File: src/pap_ram.sv
`timescale 1ns / 1ps
module pap_ram #(
   parameter int WIDTH = 13,
   parameter int DEPTH = 5
) (
   input  logic                     clock,
   input  logic                     we,
   input  logic [$clog2(DEPTH)-1:0] waddr,
   input  logic [WIDTH-1:0]         wdata,
   input  logic [$clog2(DEPTH)-1:0] raddr,
   output logic [WIDTH-1:0]         rdata
);
   logic [WIDTH-1:0] mem [DEPTH];
   logic [WIDTH-1:0] rdata_ff;

   always_ff @(posedge clock) begin
      if (we) begin
         mem[waddr] <= wdata;
      end
      rdata_ff <= mem[raddr];
   end

   assign rdata = rdata_ff;
endmodule

File: config.mk
export PLATFORM = sky130hd
export DESIGN_NAME = pap_ram
export DESIGN_NICKNAME = d
export VERILOG_FILES = /design/src/pap_ram.sv
export SDC_FILE = /design/constraint.sdc
export NUM_CORES = 1
export LEC_CHECK = 0
export ABC_AREA = 1
export BUFFER_PORTS_ARGS = -buffer_cell sky130_fd_sc_hd__buf_2
export CELL_PAD_IN_SITES_DETAIL_PLACEMENT = 1
export CELL_PAD_IN_SITES_GLOBAL_PLACEMENT = 1
export CORE_UTILIZATION = 49
export CTS_CLUSTER_SIZE = 10
export DETAILED_ROUTE_END_ITERATION = 6
export PLACE_DENSITY = 0.89
export SETUP_SLACK_MARGIN = 0.02
export SLEW_MARGIN = 25
export SYNTH_ARGS = -nofsm -noshare
export SYNTH_HDL_FRONTEND = slang
export SYNTH_SLANG_ARGS = --single-unit
File: constraint.sdc
create_clock -name clock -period 2.6 [get_ports clock]
set_input_delay 0 -clock clock [delete_from_list [all_inputs] [get_ports clock]]
set_output_delay 0 -clock clock [all_outputs]
set_load 0.03 [all_outputs]
==> run summary <==
- RSZ-0062 raised after global routing: false
- standard-cell row count: 28
- type of the most critical hold path: in2reg
- kind of end point of the critical path: register
- hold-fix buffers at CTS: 13
- deepest clock path buffer count: 2
- cell taking the most area after synthesis: sky130_fd_sc_hd__edfxtp_1
- setup total negative slack: 0 ns
- Async S/R FF share, synth: 0
- areal power density over the cells: 693 nW/um^2
- post-DR wirelength/cell: 17.5 um
- DR pass1 iterations: 4
- EDFF count, synth: 65
- CTS tree: built
- number of inserted filler cells in the final layout: 670
- antenna-violating nets left: 0
- classification of the worst setup path: reg2reg
- run status: finished, final reports clean
- max-cap check violation count: 0
- die area: 6560 um^2
- storage element area: 2210 um^2
- Power Total: 2.50 mW
- post-synth top area share: 0.639
- met3 track utilization from global routing: 0.0528
- met2 Use GR: 0.435
- antenna violations before repair: 0
- portion of the post-synthesis area used by sequential elements: 0.724
- cell area after placement: 3300 um^2
- routed via count divided by cell count: 5.02
- kind of start point of the critical path: register
- Clock Skews: 0.0124 ns
- met1 demand-to-capacity share in global routing: 0.292
- count of instances resized after the clock tree is built: 0
- number of synthesis warnings: 0
- number of antenna diodes: 0
- Max-slew headroom: 0.649
- Mapped Cells: 283
- utilization after layout: 0.607
- top cells by instance count after synthesis: sky130_fd_sc_hd__nand2_1, sky130_fd_sc_hd__edfxtp_1, sky130_fd_sc_hd__inv_1
- slew at the pin with the worst max-slew slack: 0.527 ns
- number of global-route vias before repair: 2296
- first-pass GRT wire length: 11500 um
- worst ir drop on vdd: 0.363 mV
- Distinct cells, synth: 14
- overflow left after global routing: 0
- CP arrival: 1.23 ns
- Nets: 357
- Clock Latency Late Sink: 0.35 ns
- buffer cell driving the clock tree root: sky130_fd_sc_hd__clkbuf_8
- leading register cell type out of synthesis: sky130_fd_sc_hd__edfxtp_1
- HPWL Detailed: 4490 um
- clk sink count: 78
- final number of hold-violating endpoints: 0
- die height: 81.0 um
- pin count of the biggest net entering global routing: 28
- highest-utilization routing layer at the global route stage: met2
- number of setup buffers added after CTS: 0
- GRT Util Overall: 0.253
- CP Max Fanout: 1
- Synth area leaders: sky130_fd_sc_hd__edfxtp_1, sky130_fd_sc_hd__nand2_1, sky130_fd_sc_hd__dfxtp_1
- maximum clock frequency: 1.02 GHz
- Core Footprint: 5960 um^2
- H-tree depth: 3
- share of layout cells above drive strength 1: 0.164
- CTS buffer count: 9
- final setup violation count: 0
- violation count after the first detailed-routing iteration: 99
- remaining routing DRC violations: 0
- Slew Viols, Final: 0
- CTS clk-pin slew, worst paths: 0.08 ns
- Synth Cell Area: 3060 um^2
- routed vias: 2090
- Syn-to-layout area delta: 18.2%
- total detailed-routing wirelength: 7270 um
- required time of the worst setup path: 2.84 ns
- period utilisation layout: 0.378
- width of the die: 81.0 um
- total area of multi-input combinational cells: 572 um^2
- initial standard-cell utilization of the core: 0.513
- Leakage: 1.66 nW
- Port Buffer Count: 33
- number of top-level pins: 34
- Avg Inst Size Synth: 10.8 um^2
- post-synthesis register bit count: 78
- final critical delay including setup and external delays: 0.983 ns
- routability congestion estimate from global placement: 0.757
- total nets after synthesis: 304
- top-count cell post-synth: sky130_fd_sc_hd__nand2_1
- final standard cell area without fillers: 3610 um^2
## worst max-delay path, stage by stage (launching register included)
cell and delay (ns):
sky130_fd_sc_hd__edfxtp_1 0.41, sky130_fd_sc_hd__inv_1 0.09, sky130_fd_sc_hd__nand2_1 0.07, sky130_fd_sc_hd__nand3_1 0.12, sky130_fd_sc_hd__nand2_1 0.08, sky130_fd_sc_hd__nand2_1 0.06, sky130_fd_sc_hd__nand2_1 0.05
## registers in the layout, summed over array words and instances, names as in the netlist
register  cells
rdata        13
mem          65
## metrics by stage
| step | hold slack (ns) | std cells | setup WS [ns] |
|---|---|---|---|
| finish | 0.0660 | 416 | 1.62 |
| global route | 0.0654 | 416 | 1.55 |
| detailed placement | 0.234 | 387 | 1.39 |
| floorplan | 0.0989 | 283 | 0.968 |
| CTS | 0.0407 | 416 | 1.61 |
| global placement | 0.227 | 387 | 1.53 |
## where the power goes
group	switching, mW	total (mW)	internal (mW)
clock	0.437	0.874	0.437
sequential	0.0138	1.42	1.40
combinational	0.146	0.213	0.0669
## layout make-up
| class | count | share of cell area |
|---|---|---|
| clock buffer | 11 | 0.0364 |
| sequential | 78 | 0.612 |
| inverter | 58 | 0.0610 |
| timing repair buffer | 51 | 0.0921 |
| tap | 75 | 0.0260 |
| clock inverter | 5 | 0.0139 |
| multi-input combinational | 138 | 0.158 |
## routing by layer
| metal | up-vias | routed length, um |
|---|---|---|
| li1 | 988 | - |
| met1 | 1025 | 2950 |
| met2 | 56 | 3830 |
| met3 | 21 | 271 |
| met4 | 0 | 219 |
| met5 | - | 0 |
## kinds of logic after synthesis
family | share of synthesized area
buf+inv | 0.0941
simple gates | 0.182
flops | 0.724
## worst paths after layout
kind	startpoint	end	slack [ns]	cells past startpoint
hold / removal	raddr[2]	rdata[1]	0.07	3
setup reg to reg	mem[2][12]	rdata[12]	1.62	6
setup / recovery	mem[2][12]	rdata[12]	1.62	6
hold reg to reg	mem[4][8]	rdata[8]	0.44	2
## cell usage in the layout (no fill, tap or decap)
master,n
sky130_fd_sc_hd__clkinvlp_4,1
sky130_fd_sc_hd__inv_1,56
sky130_fd_sc_hd__buf_2,33
sky130_fd_sc_hd__dlygate4sd3_1,13
sky130_fd_sc_hd__clkbuf_1,2
sky130_fd_sc_hd__nor3_2,3
sky130_fd_sc_hd__dfxtp_1,13
sky130_fd_sc_hd__clkbuf_8,9
sky130_fd_sc_hd__clkinv_1,2
sky130_fd_sc_hd__inv_4,1
sky130_fd_sc_hd__nand2_1,106
sky130_fd_sc_hd__edfxtp_1,65
sky130_fd_sc_hd__nor2_1,2
sky130_fd_sc_hd__or2_2,1
sky130_fd_sc_hd__nand3_1,26
sky130_fd_sc_hd__bufinv_16,1
sky130_fd_sc_hd__inv_2,1
sky130_fd_sc_hd__buf_4,5
sky130_fd_sc_hd__clkinv_2,1
(Power assumes the default switching activity.)
